File: src/rtl/acpu_pkg.sv
// Shared constants, types and codes for the accumulator CPU core.
package acpu_pkg;

  localparam int DATA_ADDR_BITS = 16;
  localparam int PC_BITS        = 24;
  localparam int WORD_BITS      = 32;

  localparam int MEM_WORDS   = 1 << DATA_ADDR_BITS;
  localparam int KEY_WORD    = 24576;
  localparam int CLEAR_WORDS = 24577;
  localparam int CLEAR_COUNT = (CLEAR_WORDS < MEM_WORDS) ? CLEAR_WORDS : MEM_WORDS;

  typedef logic [DATA_ADDR_BITS-1:0] addr_t;
  typedef logic [PC_BITS-1:0]        pc_t;
  typedef logic [WORD_BITS-1:0]      word_t;

  localparam addr_t KEY_INDEX  = addr_t'(KEY_WORD);
  localparam addr_t CLEAR_LAST = addr_t'(CLEAR_COUNT - 1);

  localparam logic [1:0] MODE_EXEC  = 2'd0;
  localparam logic [1:0] MODE_KEY   = 2'd1;
  localparam logic [1:0] MODE_CLEAR = 2'd2;

  typedef enum logic [2:0] {
    KIND_LOAD_A = 3'd0,
    KIND_ALU    = 3'd1,
    KIND_KEY    = 3'd2,
    KIND_CLEAR  = 3'd3,
    KIND_NONE   = 3'd4
  } kind_t;

  typedef struct packed {
    logic sel_m;
    logic zx;
    logic nx;
    logic zy;
    logic ny;
    logic f_add;
    logic no;
    logic dst_a;
    logic dst_d;
    logic dst_m;
    logic j_lt;
    logic j_eq;
    logic j_gt;
  } ctrl_t;

  typedef struct packed {
    kind_t kind;
    ctrl_t ctrl;
    word_t word;
  } cmd_t;

  typedef struct packed {
    pc_t   next_pc;
    word_t a_value;
    word_t d_value;
    word_t alu_value;
    logic  jumped;
  } res_t;

endpackage

File: src/rtl/acpu_cmd_queue.sv
// Two-entry queue of decoded commands between front and back end.
module acpu_cmd_queue (
  input  logic            clk,
  input  logic            rst,
  input  logic            push,
  input  acpu_pkg::cmd_t  din,
  output logic            full,
  input  logic            pop,
  output acpu_pkg::cmd_t  dout,
  output logic            empty
);

  acpu_pkg::cmd_t slots [2];
  logic [1:0]     count;
  logic           wp;
  logic           rp;
  logic           do_push;
  logic           do_pop;

  assign full    = count[1];
  assign empty   = (count == 2'd0);
  assign dout    = slots[rp];
  assign do_push = push & !full;
  assign do_pop  = pop & !empty;

  always_ff @(posedge clk) begin
    if (rst) begin
      count <= 2'd0;
      wp    <= 1'b0;
      rp    <= 1'b0;
    end else begin
      if (do_push) wp <= !wp;
      if (do_pop) rp <= !rp;
      unique case ({do_push, do_pop})
        2'b10:   count <= count + 2'd1;
        2'b01:   count <= count - 2'd1;
        default: count <= count;
      endcase
    end
  end

  always_ff @(posedge clk) begin
    if (do_push) begin
      slots[wp] <= din;
    end
  end

endmodule

File: config.mk
export PLATFORM = sky130hd
export DESIGN_NAME = acpu_cmd_queue
export DESIGN_NICKNAME = d
export VERILOG_FILES = /design/src/rtl/acpu_pkg.sv /design/src/rtl/acpu_cmd_queue.sv
export SDC_FILE = /design/constraint.sdc
export NUM_CORES = 1
export LEC_CHECK = 0
export CAP_MARGIN = 20
export CORE_MARGIN = 2
export CORE_UTILIZATION = 60
export DETAILED_ROUTE_END_ITERATION = 10
export DONT_BUFFER_PORTS = 1
export GPL_TIMING_DRIVEN = 0
export PLACE_DENSITY = 0.76
export SLEW_MARGIN = 20
export SYNTH_ARGS = -nofsm -noshare
export SYNTH_HDL_FRONTEND = slang
export SYNTH_SLANG_ARGS = --single-unit
File: constraint.sdc
create_clock -name clk -period 5.12 [get_ports clk]
set_clock_uncertainty 0.1 [all_clocks]
set_input_delay 0.768 -clock clk [delete_from_list [all_inputs] [get_ports clk]]
set_output_delay 0.768 -clock clk [all_outputs]
set_load 0.02 [all_outputs]
* Word level (Yosys, flattened, before mapping)
Memory sizes are Yosys's and may differ from the RTL's. A register that Yosys moved wholly into a read port is not among the register bits. Cells that the tools add are included.
Word-level totals: flip-flop bits (word level) 4, input port bits 52, memories kept 1, memory bits (writable) 96, output and inout port bits 50
Operators by class: bitwise logic cells 2, multiplexer cells 5, eq/ne operators 2, reduce and logical (&&, ||, !) cells 6, add/sub/neg operators 2
Memories:
- slots | depth 2, bits a word 48, read ports 1, clocked after memory_dff 1, wr ports 1, RTL line acpu_cmd_queue.sv:13 | acpu_pkg::cmd_t slots [2];
Operators with widths (number):
- 1-bit logical NOT | 4
- 1-bit two-way mux | 4
- 2-bit case mux with 2 select lines | 1
- 2-bit by 1-bit adder with 2-bit output (second input constant) | 1
- 1-bit AND | 2
- 2-bit by 1-bit equality test with 1-bit output (second input constant) | 1
- 2-bit equality test (second input constant) | 1
- 2-bit logical NOT | 1
- 2-bit nonzero test | 1
- 2-bit by 1-bit subtractor with 2-bit output (second input constant) | 1

* Depth between registers and ports, before layout
depth after elaboration 5, mapped depth 5

* Least setup slack after synthesis
OpenSTA, ideal clock, no wires.
path kind input -> register, start in push, end mem slots[0][0] (netlist name) (enable), cell stages on the path 2, path slack 1.661 ns, arrival time 2.906 ns, setup time 0.454 ns, cells stage by stage nand2b_1 -> nor2_1
Between the ends: longest elaborated chain between the ends 3
Ends and longest elaborated chain:
- start, declared | RTL line acpu_cmd_queue.sv:5 | input logic push,
- 1-bit AND | RTL line acpu_cmd_queue.sv:23 | assign do_push = push & !full;
- 1-bit two-way mux | RTL line acpu_cmd_queue.sv:43 | if (do_push) begin
- 1-bit two-way mux (not written as such) | RTL line acpu_cmd_queue.sv:44 | slots[wp] <= din;
- end, declared | RTL line acpu_cmd_queue.sv:13
Every way passes these cells.

==> results.md <==
- Status: complete, no violations
- Asr flop ratio synth: 0%
- Critical R2R Capture: slots[1][24]
- Pint: approximately 0.0016 W
- Sw frac: between 30% and 40%
- Clock power frac: roughly 23%
- Crit Path Class: register to output port
- Syn avg cell area: 21.3 um2
- Worst stage delay on the critical path: 0.42 ns
- Rows: 28
- R2R Setup Slk: between 3 and 4 ns
- Area of the mapped netlist: about 3700 um2
- GR peak layer: met2
- CP delay by family, top: buffers and inverters
- Gr ovfl total: 0
- Final hold violation count: 0
- Crit path buffers/inverters: 2
- Syn_nets: roughly 230
- Slowest-stage cell, CP: mux2_2
- Total Power: 0.00226 W
- Fin nets: ~240
- Starting DRT DRC Count: about 100
- RSZ-0062 raised after global routing: no
- DR vias/cell: approximately 5.5
- Hold WC Path Type: primary input to register
- Yosys Warn Count: 0
- Vias after detailed routing: between 1k and 1.5k
- CTS HTree Levels: 3
- Global-route wire length before repair: 7640 um
- Synthesized instance count: between 150 and 200
- Clock buffer depth: 2
- Synth cell count leaders: edfxtp_1, mux2_2, nor2_1, dfxtp_1
- GRT Total Usage: approximately 16%
- Max-slew violation count: 0
- Drt first pass iters: 4
- Most area-consuming cells after synthesis: edfxtp_1, mux2_2, dfxtp_1
- Cell variety after synth: 15
- ANT nets after route: 0
- EDFF count, synth: 96
- Total power divided by cell area: ~560 nW/um2
- Critical path endpoint: dout[26]
- Drt wl/cell: 19.8 um
- Clock transition at path regs: ~0.08 ns
- Crit path DAT: roughly 1.6 ns
- RePlAce Congestion: roughly 0.63
- MaxCap Viol Count: 0
- Met1 Use GR: approximately 18%
- Maximum clock frequency: between 0.4 and 0.5 GHz
- Worst vdd ir: 0.306 mV
- TritonCTS Sinks: between 100 and 150
- Core footprint: just under 6000 um2
- Largest net degree at the start of global routing: 27
- Critical path required time: 4.25 ns
- Period minus WS final: about 2.5 ns
- Post-CTS Setup Bufs: 0
- Max_slew headroom: 51.5%
- Antenna violations before repair: 0
- Grt met2 use: a little over a quarter
- Number of global-route vias before repair: 1520
- Initial Utilization: between 60 and 70%
- Worst reg2reg startpoint: count[1]
- Post-CTS sizing: 0
- PortBufs: 0
- Worst-Margin Slew: around 0.73 ns
- Leakage: between 1 and 1.5 nW
- Yosys top cell area share: between 70% and 80%
- Worst-skew pair later-pin latency: approximately 0.33 ns
- Io pins: just over 100
- Worst Path Max Fanout: 10
- Critical-path cell list: buf_2 > buf_4 > mux2_2
- Ratio of cells with drive above 1 in the final layout: between 30 and 40%
- R2R cell count: 3
- Switching power: between 0.0006 and 0.0007 W
- Die area: about 6700 um2
- Period utilization: 47.9%
- Levels on crit path: 3
- Die Y: 82.1 um
- Final Setup Violations: 0
- ANT cells: 0
- Sequential share of power: approximately 50%
- Flops & latches, synth: around 100
- Most common cell in the netlist: edfxtp_1
- Hold buffers post-CTS: 0
- DP HPWL: around 3700 um
- CTS Buf Count: 9
- Fillers: 370
- Startpoint Class: register
- Setup TNS: 0 ns
- Die Wd: around 82 um
- Clock root buffer: clkbuf_8
- Combinational share of power: about 28%
- GRT met3 Usage: roughly 9%
- Final WL: roughly 5300 um
- Synth Flop Type: edfxtp_1
- Area growth from synthesis to layout: 10.1%
- Yosys top cell by area: edfxtp_1
- Seq/Total Area, Yosys: between 80 and 90%
- DR DRC count: 0
- TritonCTS clock tree: yes
- Critical path capture point type: output port
[cell usage in the layout, fill, tap and decap left out]
cell        n
clkbuf_1    2
a21oi_1     1
inv_1       1
clkbuf_8    9
xor2_1      1
buf_2       3
o21a_1      1
mux2_2     48
ha_1        1
o21ai_0     1
nor2_4      2
buf_16      2
clkinv_2    3
nand2b_1    1
edfxtp_1   96
bufinv_16   2
or3_1       1
dfxtp_1     5
xnor2_1     3
nor2_1      5
buf_4       2
[state kept, by name (all words and copies together) (netlist names), named ones only]
signal  cells
slots      96
count       2
rp          1
wp          1
[area by class of cell]
| class | instances | area (um2) | area share [%] |
|---|---|---|---|
| sequential | 101 | 2980 | 74.0 |
| timing repair buffer | 2 | 55.1 | 1.37 |
| inverter | 1 | 3.75 | 0.0931 |
| clock inverter | 5 | 75.1 | 1.86 |
| multi-input combinational | 65 | 659 | 16.4 |
| tap | 75 | 93.8 | 2.33 |
| buffer | 5 | 30.0 | 0.745 |
| clock buffer | 11 | 131 | 3.26 |
[worst min path at each step]
stage               start        to  slack (ns)  depth (start not counted)
floorplan              rp  register        0.38                          2
global placement       rp        rp        0.40                          2
detailed placement     rp  register        0.42                          2
CTS                   rst  count[1]        0.37                          1
global route          rst        rp        0.36                          1
finish                rst  count[1]        0.39                          1
[logic make-up (layout without fill, tap and decap cells)]
family	after synthesis	count (layout)	synth area share, %
compound gates	3	3	0.478
xor+xnor	4	4	0.957
fa+ha+maj	1	1	0.342
buf+inv	6	24	0.922
flops	101	101	81.5
mux	48	48	14.8
simple gates	9	9	1.06
[routing by layer]
| layer | wire length, um | up-vias |
|---|---|---|
| met3 | 637 | 7 |
| met2 | 2660 | 68 |
| li1 | - | 689 |
| met5 | 0 | - |
| met1 | 1880 | 706 |
| met4 | 65 | 0 |
[stage by stage]
| step | cells | hold WS, ns | utilization, % | setup WS (ns) | area [um2] |
|---|---|---|---|---|---|
| 2_1_floorplan | 172 | 0.381 | - | 1.66 | 3660 |
| 3_3_place_gp | 247 | 0.397 | 63.4 | 0.935 | 3750 |
| 3_5_place_dp | 249 | 0.421 | 64.6 | 2.84 | 3820 |
| 4_1_cts | 265 | 0.370 | 68.1 | 2.62 | 4030 |
| 5_1_grt | 265 | 0.361 | 68.1 | 2.56 | 4030 |
| 6_report | 265 | 0.392 | 68.1 | 2.67 | 4030 |
[power by group through the flow]
stage / clock, W / sequential (W) / combinational (W)
after global placement: 0 / 0.00115 / 0.000588
after floorplan: 0 / 0.00114 / 0.000525
final: 0.000510 / 0.00113 / 0.000625
after detailed placement: 0 / 0.00115 / 0.000639
after CTS: 0.000520 / 0.00113 / 0.000641
after global routing: 0.000558 / 0.00114 / 0.000671
Note: power is estimated with default switching activity, not from simulation.
