==> config.mk <==
export PLATFORM = sky130hd
export DESIGN_NAME = acpu_res_queue
export DESIGN_NICKNAME = d
export VERILOG_FILES = /design/src/rtl/acpu_pkg.sv /design/src/rtl/acpu_res_queue.sv
export SDC_FILE = /design/constraint.sdc
export NUM_CORES = 1
export LEC_CHECK = 0
export ABC_AREA = 1
export BUFFER_PORTS_ARGS = -buffer_cell sky130_fd_sc_hd__buf_2
export CORE_ASPECT_RATIO = 1.25
export CORE_MARGIN = 2
export CORE_UTILIZATION = 25
export DETAILED_ROUTE_END_ITERATION = 12
export PLACE_DENSITY = 0.52
export SYNTH_ARGS = -nofsm -noshare
export SYNTH_HDL_FRONTEND = slang
export SYNTH_SLANG_ARGS = --single-unit
==> constraint.sdc <==
create_clock -name clk -period 7.6 [get_ports clk]
set_input_delay 0 -clock clk [delete_from_list [all_inputs] [get_ports clk]]
set_output_delay 0 -clock clk [all_outputs]
set_load 0.005 [all_outputs]
==> src/rtl/acpu_pkg.sv <==
// Shared constants, types and codes for the accumulator CPU core.
package acpu_pkg;

  localparam int DATA_ADDR_BITS = 16;
  localparam int PC_BITS        = 24;
  localparam int WORD_BITS      = 32;

  localparam int MEM_WORDS   = 1 << DATA_ADDR_BITS;
  localparam int KEY_WORD    = 24576;
  localparam int CLEAR_WORDS = 24577;
  localparam int CLEAR_COUNT = (CLEAR_WORDS < MEM_WORDS) ? CLEAR_WORDS : MEM_WORDS;

  typedef logic [DATA_ADDR_BITS-1:0] addr_t;
  typedef logic [PC_BITS-1:0]        pc_t;
  typedef logic [WORD_BITS-1:0]      word_t;

  localparam addr_t KEY_INDEX  = addr_t'(KEY_WORD);
  localparam addr_t CLEAR_LAST = addr_t'(CLEAR_COUNT - 1);

  localparam logic [1:0] MODE_EXEC  = 2'd0;
  localparam logic [1:0] MODE_KEY   = 2'd1;
  localparam logic [1:0] MODE_CLEAR = 2'd2;

  typedef enum logic [2:0] {
    KIND_LOAD_A = 3'd0,
    KIND_ALU    = 3'd1,
    KIND_KEY    = 3'd2,
    KIND_CLEAR  = 3'd3,
    KIND_NONE   = 3'd4
  } kind_t;

  typedef struct packed {
    logic sel_m;
    logic zx;
    logic nx;
    logic zy;
    logic ny;
    logic f_add;
    logic no;
    logic dst_a;
    logic dst_d;
    logic dst_m;
    logic j_lt;
    logic j_eq;
    logic j_gt;
  } ctrl_t;

  typedef struct packed {
    kind_t kind;
    ctrl_t ctrl;
    word_t word;
  } cmd_t;

  typedef struct packed {
    pc_t   next_pc;
    word_t a_value;
    word_t d_value;
    word_t alu_value;
    logic  jumped;
  } res_t;

endpackage

==> src/rtl/acpu_res_queue.sv <==
// Two-entry queue of finished results toward the output side.
module acpu_res_queue (
  input  logic            clk,
  input  logic            rst,
  input  logic            push,
  input  acpu_pkg::res_t  din,
  output logic            full,
  input  logic            pop,
  output acpu_pkg::res_t  dout,
  output logic            empty
);

  acpu_pkg::res_t slots [2];
  logic [1:0]     count;
  logic           wp;
  logic           rp;
  logic           do_push;
  logic           do_pop;

  assign full    = count[1];
  assign empty   = (count == 2'd0);
  assign dout    = slots[rp];
  assign do_push = push & !full;
  assign do_pop  = pop & !empty;

  always_ff @(posedge clk) begin
    if (rst) begin
      count <= 2'd0;
      wp    <= 1'b0;
      rp    <= 1'b0;
    end else begin
      if (do_push) wp <= !wp;
      if (do_pop) rp <= !rp;
      unique case ({do_push, do_pop})
        2'b10:   count <= count + 2'd1;
        2'b01:   count <= count - 2'd1;
        default: count <= count;
      endcase
    end
  end

  always_ff @(posedge clk) begin
    if (do_push) begin
      slots[wp] <= din;
    end
  end

endmodule

* Word level (Yosys, flattened, before mapping)
Memory sizes are Yosys's and may differ from the RTL's. A register that Yosys moved wholly into a read port is not among the register bits. Index checks and enable logic that the tools add are counted. W data, S select, Z words.
Operators by class: add/subtract/negate cells 2, eq/ne operators 2, muxes and demuxes 5, bitwise operators 2, reduce and logical (&&, ||, !) cells 6
Operator list (count):
- $logic_not A1 Y1 | 4
- $mux W1 | 4
- $pmux W2 S2 | 1
- $add A2 B1 Y2 const B | 1
- $and A1 B1 Y1 | 2
- $eq A2 B1 Y1 const B | 1
- $eq A2 B2 Y1 const B | 1
- $logic_not A2 Y1 | 1
- $reduce_bool A2 Y1 | 1
- $sub A2 B1 Y2 const B | 1
Word-level totals: flip-flop bits (word level) 4, RAM bits 242, input bits 125, output and inout bits 123, logic and storage cells 21, memories 1
Memories:
- slots | depth 2, width 121, rd ports 1, clocked after memory_dff 1, wr ports 1, RTL line acpu_res_queue.sv:13 | acpu_pkg::res_t slots [2];

* Logic depth before layout (Yosys ltp)
depth after elaboration 5, gate-level depth with buffers 8, gate-level depth less buffers 8

* Least setup slack after synthesis
OpenSTA, ideal clock, no wires.
path kind flip-flop to flip-flop, start register count[1], end memory slots[1][0] (netlist bit), enable pin, library setup time 604 ps, arrival 5546 ps, data required time 6996 ps, setup slack 1451 ps, cell stages (with the launch flop) 4, buffers on the path 0, period minus slack after synthesis 6149 ps, cells stage by stage dfxtp_1 inv_1 nand2_1 nor2_1
On the way: word-level cells in the longest chain between the ends 4
RTL lines:
- from (decl) | RTL line acpu_res_queue.sv:14 | logic [1:0] count;
- from (signal assigned) | RTL line acpu_res_queue.sv:35 | 2'b10: count <= count + 2'd1;
- from (signal assigned) | RTL line acpu_res_queue.sv:36 | 2'b01: count <= count - 2'd1;
- from (signal assigned) | RTL line acpu_res_queue.sv:37 | default: count <= count;
- $logic_not A1 Y1 | RTL line acpu_res_queue.sv:23 | assign do_push = push & !full;
- $and A1 B1 Y1 | RTL line acpu_res_queue.sv:23
- $mux W1 | RTL line acpu_res_queue.sv:43 | if (do_push) begin
- $mux W1 (implied by the code) | RTL line acpu_res_queue.sv:44 | slots[wp] <= din;
- to (decl) | RTL line acpu_res_queue.sv:13
Every way passes these cells.

==> impl_metrics.tcl <==
set metrics [dict create \
    run_status "finished clean" \
    capture_endpoint_of_the_worst_hold_path "count[0]" \
    worst_hold_path_stage_count 4 \
    floorplan.io_pins 248 \
    syn-cell-area_sq_mm 0.00899 \
    layout_worst_path_cycle_share 0.382 \
    full_die_area_sq_mm 0.0375 \
    max-vdd-ir-drop_uv 178 \
    gr-usage-met1 0.114 \
    dieWidth_um 174 \
    clock_tree_from_tritoncts "done" \
    grt_antenna_before_repair 1 \
    tritoncts.num_buffers 26 \
    rsz0062_at_grt "false" \
    worst-path-max-fanout 68 \
    first_pass_grt_wire_length_um 29200 \
    grt_pass1_vias 5375 \
    critical_path_buf_inv_count 2 \
    cell_by_cell_listing_of_the_critical_path "buf_4 > mux2_2 > buf_2" \
    yosysWarnings 0 \
    core_area_sq_mm 0.0354 \
    timing_hold_violations_final 0 \
    drt_drc_violations_left 0 \
    worst_slew_margin_relative_to_its_limit 0.338 \
    critPathLaunchType "flip-flop" \
    place.gp.congestion 0.679 \
    met3_capacity_usage_during_global_routing 0.0243 \
    maxSlewViolCount 0 \
    yosys.area.top_type "edfxtp_1" \
    antenna_left 0 \
    area.sequential_sq_mm 0.00737 \
    place.detailed.hpwl_um 12200 \
    maxClockFrequency_mhz 344 \
    syn_area_per_cell_sq_um 21.8 \
    maxCapViolCount 0 \
    worst_r2r_path_depth 6 \
    worst_setup_path_end_kind "output pin" \
    r2r-start "count[1]" \
    postSynthNetCount 538 \
    multi_input_area_sq_mm 0.00148 \
    critical_path.max_stage_delay_ns 0.84 \
    num_vias 5103 \
    final_wirelength_um 19600 \
    kind_of_cell_with_the_highest_combined_delay_on_the_critical_path "buffers and inverters" \
    antenna_cells 0 \
    hold_path_startpoint "push" \
    rows 77 \
    yosysSeqAreaShare 0.820 \
    finalClockSkew_ns 0.0123 \
    postSynthRegisterBits 247 \
    timing.rr.end "wp" \
    grt_busiest_layer "met2" \
    via_per_inst 3.94 \
    syn2layout_area_growth_pct 42.3 \
    ys_top_cells_by_area "edfxtp_1, mux2_2, buf_6, dfxtp_1, nor2_1" \
    firstDrtPassIters 4 \
    synthesis.instances 412 \
    setup_viol_count_final 0 \
    tightest_slew_ns 0.993 \
    globalRouteTotalUtil 0.0995 \
    io_buffers 247 \
    start_util 0.254 \
    leakagePower_nw 4.73 \
    root_buffer "clkbuf_16" \
    die_y_um 216 \
    clock_latency_ns 0.53 \
    htreeDepth 1 \
    grt_remaining_overflow 0 \
    tritoncts_num_sinks 247 \
    netlist-cell-type-count 14 \
    cts_resized 0 \
    finalCriticalPeriod_ns 2.90 \
    number_of_filler_cells_placed_in_the_layout 3365 \
    pwr_density_cell_mw_per_mm2 282 \
    route.detailed.wl_per_inst_um 15.1 \
    setup_tns_final_ns 0 \
    final_layout_size_suffix_gt1_frac 0.499 \
    worstPathArrival_ns 2.90 \
    hold_ws_ns 0.0982 \
    detail_route.iter0.violations 203 \
    synth_top_cell_area_share 0.809 \
    holdCritPathClass "input port to flip-flop" \
    max-clock-path-buffers 3 \
    setup.reg_to_reg.worst_slack_ns 5.50 \
    clock_pin_transition_on_the_worst_setup_and_hold_timing_paths_ns 0.06 \
    crit_type "flip-flop to output pin" \
    largest_net_degree_at_the_start_of_global_routing 69 \
    critPathRequiredTime_ns 7.60 \
    num-nets-final 929 \
    grt_util_met2 0.180 \
    timing.critical_path.slowest_stage_cell "dfxtp_4" \
]
[cell families after synthesis]
logic type,count (synthesis),share of synthesized area
multiplexers,121,0.152
buffers and inverters,20,0.0167
AND/OR/NAND/NOR,20,0.00877
adder cells (fa/ha/maj),1,0.00139
flip-flops,247,0.820
AO/OA/AOI/OAI,3,0.00167
[stage by stage]
step / utilization / cell area [sq um] / std cells / power [mW] / worst slack (ns)
finish: 0.362 / 12800 / 1296 / 3.61 / 4.70
global route: 0.362 / 12800 / 1296 / 3.78 / 4.47
CTS: 0.362 / 12800 / 1296 / 3.68 / 4.61
detailed placement: 0.304 / 10700 / 1125 / 2.42 / 5.20
global placement: 0.304 / 10700 / 1125 / 2.42 / 5.17
floorplan: - / 8990 / 412 / 2.16 / 1.45
[Yosys cell counts]
cell type	count
edfxtp_1	242
mux2_2	121
nor2_1	11
buf_6	9
inv_1	7
nand2_1	7
dfxtp_1	5
buf_2	3
a21oi_1	2
buf_4	1
ha_1	1
nand4_1	1
nor3_1	1
o21ai_0	1
[metal layers]
metal | vias to the layer above | share of wire
li1 | 2408 | -
met1 | 2506 | 0.39
met2 | 149 | 0.52
met3 | 38 | 0.062
met4 | 2 | 0.023
met5 | - | 0.00082
[layout by cell type, fill, tap and decap left out, types with 2 or more instances in the layout]
cell type        n
inv_1            7
clkinv_2         3
clkbuf_16       27
dfxtp_1          4
nor2_4           2
a21oi_1          2
edfxtp_1       242
dlygate4sd3_1  124
nand2_1          7
nor2_1           9
buf_4            5
mux2_2         121
clkbuf_1         7
buf_2          247
clkinv_1         6
[final cells by class]
type,instances,share of cell area
inverter,7,0.00205
sequential,247,0.576
clock inverter,13,0.00744
multi-input combinational,145,0.116
tap,474,0.0464
clock buffer,34,0.0549
timing repair buffer,376,0.197
[state kept, by name (all words and copies together) (netlist names), named ones only]
name   flops
rp         1
count      2
wp         1
slots    242
[worst register-to-register path, stage by stage, from the launching register on]
cell and delay [ns]:
dfxtp_1 0.34, inv_1 0.08, nand2_1 0.15, nor2_4 0.12, buf_4 0.58, nor3_1 0.13, dlygate4sd3_1 0.59
[worst max path at each step]
stage	start	to	slack [ns]	depth (start not counted)
final	flip-flop	dout[32]	4.70	3
after global routing	flip-flop	dout[32]	4.47	3
after CTS	flip-flop	dout[32]	4.61	3
after detailed placement	flip-flop	dout[32]	5.20	3
after global placement	flip-flop	dout[32]	5.17	3
after floorplan	count[1]	slots[1][0]	1.45	3
[where the power goes]
group	internal [mW]	total, mW	switching, mW	leakage (nW)
sequential	1.70	1.76	0.0627	2.30
clock	0.684	1.18	0.501	0.387
combinational	0.348	0.666	0.318	2.04
total	2.73	3.61	0.881	4.73
[timing repair]
item                      4_1_cts  5_1_grt
buffers inserted                0        0
hold endpoints to repair      247        0
hold buffers                  124        0
(Power assumes the default switching activity.)
