<file path="config.mk">
export PLATFORM = sky130hd
export DESIGN_NAME = acpu_front
export DESIGN_NICKNAME = d
export VERILOG_FILES = /design/src/rtl/acpu_pkg.sv /design/src/rtl/acpu_front.sv
export SDC_FILE = /design/constraint.sdc
export NUM_CORES = 1
export LEC_CHECK = 0
export BUFFER_PORTS_ARGS = -buffer_cell sky130_fd_sc_hd__buf_2
export CORE_ASPECT_RATIO = 1.2
export CORE_MARGIN = 4
export CORE_UTILIZATION = 29
export CTS_CLUSTER_DIAMETER = 60
export CTS_CLUSTER_SIZE = 40
export DETAILED_ROUTE_END_ITERATION = 7
export PLACE_DENSITY = 0.68
export SYNTH_ARGS = -nofsm -noshare
export SYNTH_HDL_FRONTEND = slang
export SYNTH_SLANG_ARGS = --single-unit
</file>
<file path="constraint.sdc">
create_clock -name clk -period 1.85 [get_ports clk]
set_input_delay 0.37 -clock clk [delete_from_list [all_inputs] [get_ports clk]]
set_output_delay 0.37 -clock clk [all_outputs]
set_load 0.05 [all_outputs]
</file>
<file path="src/rtl/acpu_pkg.sv">
// Shared constants, types and codes for the accumulator CPU core.
package acpu_pkg;

  localparam int DATA_ADDR_BITS = 16;
  localparam int PC_BITS        = 24;
  localparam int WORD_BITS      = 32;

  localparam int MEM_WORDS   = 1 << DATA_ADDR_BITS;
  localparam int KEY_WORD    = 24576;
  localparam int CLEAR_WORDS = 24577;
  localparam int CLEAR_COUNT = (CLEAR_WORDS < MEM_WORDS) ? CLEAR_WORDS : MEM_WORDS;

  typedef logic [DATA_ADDR_BITS-1:0] addr_t;
  typedef logic [PC_BITS-1:0]        pc_t;
  typedef logic [WORD_BITS-1:0]      word_t;

  localparam addr_t KEY_INDEX  = addr_t'(KEY_WORD);
  localparam addr_t CLEAR_LAST = addr_t'(CLEAR_COUNT - 1);

  localparam logic [1:0] MODE_EXEC  = 2'd0;
  localparam logic [1:0] MODE_KEY   = 2'd1;
  localparam logic [1:0] MODE_CLEAR = 2'd2;

  typedef enum logic [2:0] {
    KIND_LOAD_A = 3'd0,
    KIND_ALU    = 3'd1,
    KIND_KEY    = 3'd2,
    KIND_CLEAR  = 3'd3,
    KIND_NONE   = 3'd4
  } kind_t;

  typedef struct packed {
    logic sel_m;
    logic zx;
    logic nx;
    logic zy;
    logic ny;
    logic f_add;
    logic no;
    logic dst_a;
    logic dst_d;
    logic dst_m;
    logic j_lt;
    logic j_eq;
    logic j_gt;
  } ctrl_t;

  typedef struct packed {
    kind_t kind;
    ctrl_t ctrl;
    word_t word;
  } cmd_t;

  typedef struct packed {
    pc_t   next_pc;
    word_t a_value;
    word_t d_value;
    word_t alu_value;
    logic  jumped;
  } res_t;

endpackage

</file>
<file path="src/rtl/acpu_front.sv">
// Front end: takes a request, classifies it and holds the decoded command.
module acpu_front (
  input  logic            clk,
  input  logic            rst,
  input  logic            take,
  input  logic [1:0]      mode,
  input  logic [31:0]     instruction,
  input  logic [31:0]     key_code,
  output logic            busy,
  output logic            cmd_push,
  output acpu_pkg::cmd_t  cmd,
  input  logic            cmd_full
);

  logic           held;
  acpu_pkg::cmd_t held_cmd;
  acpu_pkg::cmd_t decoded;

  always_comb begin
    decoded.kind  = acpu_pkg::KIND_NONE;
    decoded.word  = instruction;
    decoded.ctrl.sel_m = instruction[12];
    decoded.ctrl.zx    = instruction[11];
    decoded.ctrl.nx    = instruction[10];
    decoded.ctrl.zy    = instruction[9];
    decoded.ctrl.ny    = instruction[8];
    decoded.ctrl.f_add = instruction[7];
    decoded.ctrl.no    = instruction[6];
    decoded.ctrl.dst_a = instruction[5];
    decoded.ctrl.dst_d = instruction[4];
    decoded.ctrl.dst_m = instruction[3];
    decoded.ctrl.j_lt  = instruction[2];
    decoded.ctrl.j_eq  = instruction[1];
    decoded.ctrl.j_gt  = instruction[0];
    unique case (mode)
      acpu_pkg::MODE_EXEC: begin
        decoded.kind = instruction[31] ? acpu_pkg::KIND_ALU : acpu_pkg::KIND_LOAD_A;
      end
      acpu_pkg::MODE_KEY: begin
        decoded.kind = acpu_pkg::KIND_KEY;
        decoded.word = key_code;
      end
      acpu_pkg::MODE_CLEAR: begin
        decoded.kind = acpu_pkg::KIND_CLEAR;
      end
      default: begin
        decoded.kind = acpu_pkg::KIND_NONE;
      end
    endcase
  end

  assign cmd_push = held & !cmd_full;
  assign busy     = held & cmd_full;
  assign cmd      = held_cmd;

  always_ff @(posedge clk) begin
    if (rst) begin
      held <= 1'b0;
    end else if (take) begin
      held <= 1'b1;
    end else if (cmd_push) begin
      held <= 1'b0;
    end
  end

  always_ff @(posedge clk) begin
    if (take) begin
      held_cmd <= decoded;
    end
  end

endmodule

</file>
Word-level counts from Yosys, hierarchy flattened:

Index checks and enable logic that the tools add are counted.

* bits in registers: 49
* logic and storage cells: 28

* reduce and logical (&&, ||, !) cells: 3
* mux-type cells: 5
* bitwise operators: 2
* equality and inequality tests: 2

Operators by type and width (count)
* $mux 32: 1
* $pmux 3 s3: 1
* $mux 1: 3
* $and 1x1->1: 2
* $eq 2x1->1 const B: 1
* $eq 2x2->1 const B: 1
* $logic_not 2->1: 1
* $reduce_bool 2->1: 1
* $logic_not 1->1: 1

Longest topological paths before layout:

* depth after elaboration: 4
* depth in mapped cells: 5
* mapped depth without buffers: 4

Worst setup path after synthesis:

No wires, ideal clock.

* kind: input to output
* start point: in cmd_full
* end point: out cmd_push
* cell stages on the path: 1
* data required time: 1480 ps
* buffers on the path: 0
* arrival: 1059 ps
* slack: 421 ps
* path through: nor2b_1

* longest elaborated chain between the ends: 2

RTL lines
* start, declared: RTL line acpu_front.sv:12 `input logic cmd_full`
* $logic_not 1->1: RTL line acpu_front.sv:52 `assign cmd_push = held & !cmd_full;`
* $and 1x1->1: RTL line acpu_front.sv:52
* end, declared: RTL line acpu_front.sv:10 `output logic cmd_push,`

Every way passes these cells.

Final worst setup path:

* start point: reg held
* end point: out cmd_push

* longest elaborated chain between the ends: 1

RTL lines
* start, declared: RTL line acpu_front.sv:15 `logic held;`
* start signal, assigned: RTL line acpu_front.sv:58 `held <= 1'b0;`
* start signal, assigned: RTL line acpu_front.sv:60 `held <= 1'b1;`
* start signal, assigned: RTL line acpu_front.sv:62 `held <= 1'b0;`
* $and 1x1->1: RTL line acpu_front.sv:52

Every way passes these cells.

==> results.yml <==
outcome:
  status: "completed"
route:
  ant_nets: 0
  vias: 1285
  firstDrtPassIters: 3
  routed-wl-met2_um: 2220
  drt-wirelength-per-cell_um: 14.2
  m1WireLength_um: 1630
  routed_via_density: 4.16
  topRoutingLayerUsed: "met4"
  route.detailed.drc: 0
  drt-total-wl_um: 4380
  wl_met3_um: 477
  drtIter0Drc: 11
floorplanning:
  die-height_um: 101
  design.portCount: 120
  die_area_mm2: 0.00861
  core.rowCount: 33
  floorplan.initialDensity: 0.302
  die_w_um: 85.4
  core_mm2: 0.00690
pwr:
  power.combinational.fraction: 0.240
  sw_frac_of_total: 0.300
  power.share.clock: 0.272
  net-switching-power_w: 0.000833
  p_int_w: 0.00194
  leakagePower_nw: 1.30
  powerDensity_mw_per_mm2: 962
  max-vdd-ir-drop_mv: 0.372
  seq_power_share: 0.488
  design_power_total_w: 0.00277
finish:
  n_fill_cell: 660
  antenna_cells: 0
  ff_latch_area_mm2: 0.00146
  finish.utilization: 0.418
  synthToLayoutAreaGrowth_pct: 38.3
  layout-drive-gt1-share: 0.734
  finalInstanceArea_mm2: 0.00288
  num-nets-final: 294
  multi_input_comb_area_um2: 547
sta:
  min_period_over_period: 0.743
  timing_max_transition_violations_final: 0
  timing.final.setup_violations: 0
  hold_viol_final: 0
  tightest_slew_ps: 268
  worst_slew_margin_rel: 0.822
  period_needed_ps: 1380
  setup_tns_ps: 0
  fin_worst_skew_ps: 0
  rsz0062_at_grt: "false"
  fmaxAchievable_mhz: 727
clock_tree:
  ctsHtreeMaxLevel: 2
  cts-root-to-sink-buffers: 2
  worst_setup_hold_path_clk_slew_ps: 90
  postCtsResizedCells: 0
  tritoncts_clock_tree: "built"
  clock_insertion_delay_worst_skew_ps: 290
  cts.repair_timing.setup_buffer_count: 0
  total_number_of_clock_tree_sinks: 49
  cts_root_buffer: "sky130_fd_sc_hd__clkbuf_8"
  numCtsBuffers: 5
  post_cts_hold_buffer_count: 0
synth:
  synthTopCellsByArea: "sky130_fd_sc_hd__edfxtp_1, sky130_fd_sc_hd__mux2_4, sky130_fd_sc_hd__buf_12, sky130_fd_sc_hd__ha_1, sky130_fd_sc_hd__mux2_2"
  synth_top_area_share: 0.691
  ys_ff_latch: 49
  synth_top_cell_by_area: "sky130_fd_sc_hd__edfxtp_1"
  synth_warnings: 0
  yosysUniqueCellTypes: 14
  ys_dominant_reg_cell: "sky130_fd_sc_hd__edfxtp_1"
  synthMostInstantiatedCell: "sky130_fd_sc_hd__edfxtp_1"
  synth_cells: 96
  ys_top_cells_by_count: "sky130_fd_sc_hd__edfxtp_1, sky130_fd_sc_hd__mux2_4, sky130_fd_sc_hd__buf_12, sky130_fd_sc_hd__ha_1"
  synth_sequential_area_ratio: 0.701
  synth.avg_cell_area_um2: 21.7
  synthesis.area_mm2: 0.00208
  synth_enable_flop_cells: 48
  ys_async_sr_fraction: 0
  net_count_after_synthesis: 169
job:
  max-cap-violations: 0
critical_path:
  worst_r2r_endpoint: "held"
  worstReg2RegStart: "held"
  ff2ff_path_depth: 2
  timing.setup.critical_path_class: "register to primary output"
  crit_start: "held"
  endpoint_kind: "primary output"
  critPathMaxFanout: 3
  ff2ff_setup_slack_ps: 1270
  cp_data_required_time_ps: 1480
  worst_setup_start_kind: "register"
  arrival_ps: 1010
grt:
  pin_count_of_the_biggest_net_entering_global_routing: 50
  global_route.overflow_total: 0
  grt_util_all_layers: 0.0964
  antenna_violations_before_repair: 0
  grt_pass1_vias: 1278
  global_route_wire_length_before_repair_um: 6350
placed_design:
  placed_cell_area_mm2: 0.00277
  dp_hpwl_um: 3470
  globalplace.congestion: 0.644
  numPortBuffers: 119
min_path:
  hold_path_class: "input pin to register"
  timing.hold.worst_endpoint: "held"
  cell_count_of_the_worst_hold_path: 2
  hp-start: "rst"
## critical path: stages, from the launching register on
cell,delay [ps]
sky130_fd_sc_hd__dfxtp_1,340
sky130_fd_sc_hd__nor2b_1,120
sky130_fd_sc_hd__buf_2,260
## power groups by stage
stage,clock network [W],logic (W),registers (W)
floorplan,0,0.000134,0.00172
global placement,0,0.000665,0.00138
detailed placement,0,0.000673,0.00138
CTS,0.000790,0.000674,0.00136
global route,0.000832,0.000693,0.00136
finish,0.000755,0.000665,0.00135
## logic make-up (layout without fill, tap and decap cells)
family          Yosys count  in the layout  synth area share
compound gates            2              2           0.00480
fa+ha+maj                 3              3            0.0180
buf+inv                   6            132            0.0378
flops                    49             49             0.701
mux                      32             32             0.227
simple gates              4              4            0.0114
## cells in the final DEF, fill, tap and decap left out
cell                         synthesis  routed
sky130_fd_sc_hd__a21oi_1             1       1
sky130_fd_sc_hd__and2_1              1       1
sky130_fd_sc_hd__buf_12              3       2
sky130_fd_sc_hd__buf_2               0     119
sky130_fd_sc_hd__buf_4               0       1
sky130_fd_sc_hd__bufinv_16           0       1
sky130_fd_sc_hd__clkbuf_8            0       5
sky130_fd_sc_hd__clkinv_4            0       1
sky130_fd_sc_hd__clkinvlp_4          0       1
sky130_fd_sc_hd__dfxtp_1             1       1
sky130_fd_sc_hd__edfxtp_1           48      48
sky130_fd_sc_hd__ha_1                3       2
sky130_fd_sc_hd__ha_2                0       1
sky130_fd_sc_hd__inv_1               2       2
sky130_fd_sc_hd__mux2_2              2       2
sky130_fd_sc_hd__mux2_4             30      30
sky130_fd_sc_hd__nand3b_1            1       1
sky130_fd_sc_hd__nor2_1              1       1
sky130_fd_sc_hd__nor2b_1             1       1
sky130_fd_sc_hd__o21ai_0             1       1
## registers in the layout (all words and copies together), names as in the netlist
| name | count |
|---|---|
| cmd | 48 |
| held | 1 |
## metal layers
layer	up-vias	global-route usage
met5	-	0
met4	0	0.0365
met3	4	0.0270
met2	78	0.176
met1	584	0.105
li1	619	-
## final cells by class
cell class | count | share of cell area
Sequential cell | 49 | 0.507
Timing Repair Buffer | 122 | 0.223
Multi-Input combinational cell | 41 | 0.190
Tap cell | 87 | 0.0378
Clock buffer | 5 | 0.0239
Clock inverter | 3 | 0.0161
Inverter | 2 | 0.00260
## how the worst max path moves through the flow
| stage | end | slack, ps | cells past startpoint |
|---|---|---|---|
| after global routing | cmd_push | 400 | 2 |
| after detailed placement | cmd[31] | 230 | 5 |
| after CTS | cmd_push | 450 | 2 |
| final | cmd_push | 470 | 2 |
| after global placement | cmd[31] | 250 | 5 |
| after floorplan | cmd_push | 420 | 1 |
## through the flow
step / instances / setup WS [ps] / hold slack (ps)
CTS: 309 / 454 / 217
global placement: 301 / 246 / 485
finish: 309 / 475 / 229
floorplan: 96 / 421 / 442
detailed placement: 301 / 230 / 499
global route: 309 / 395 / 215
Note: power is estimated with default switching activity, not from simulation.
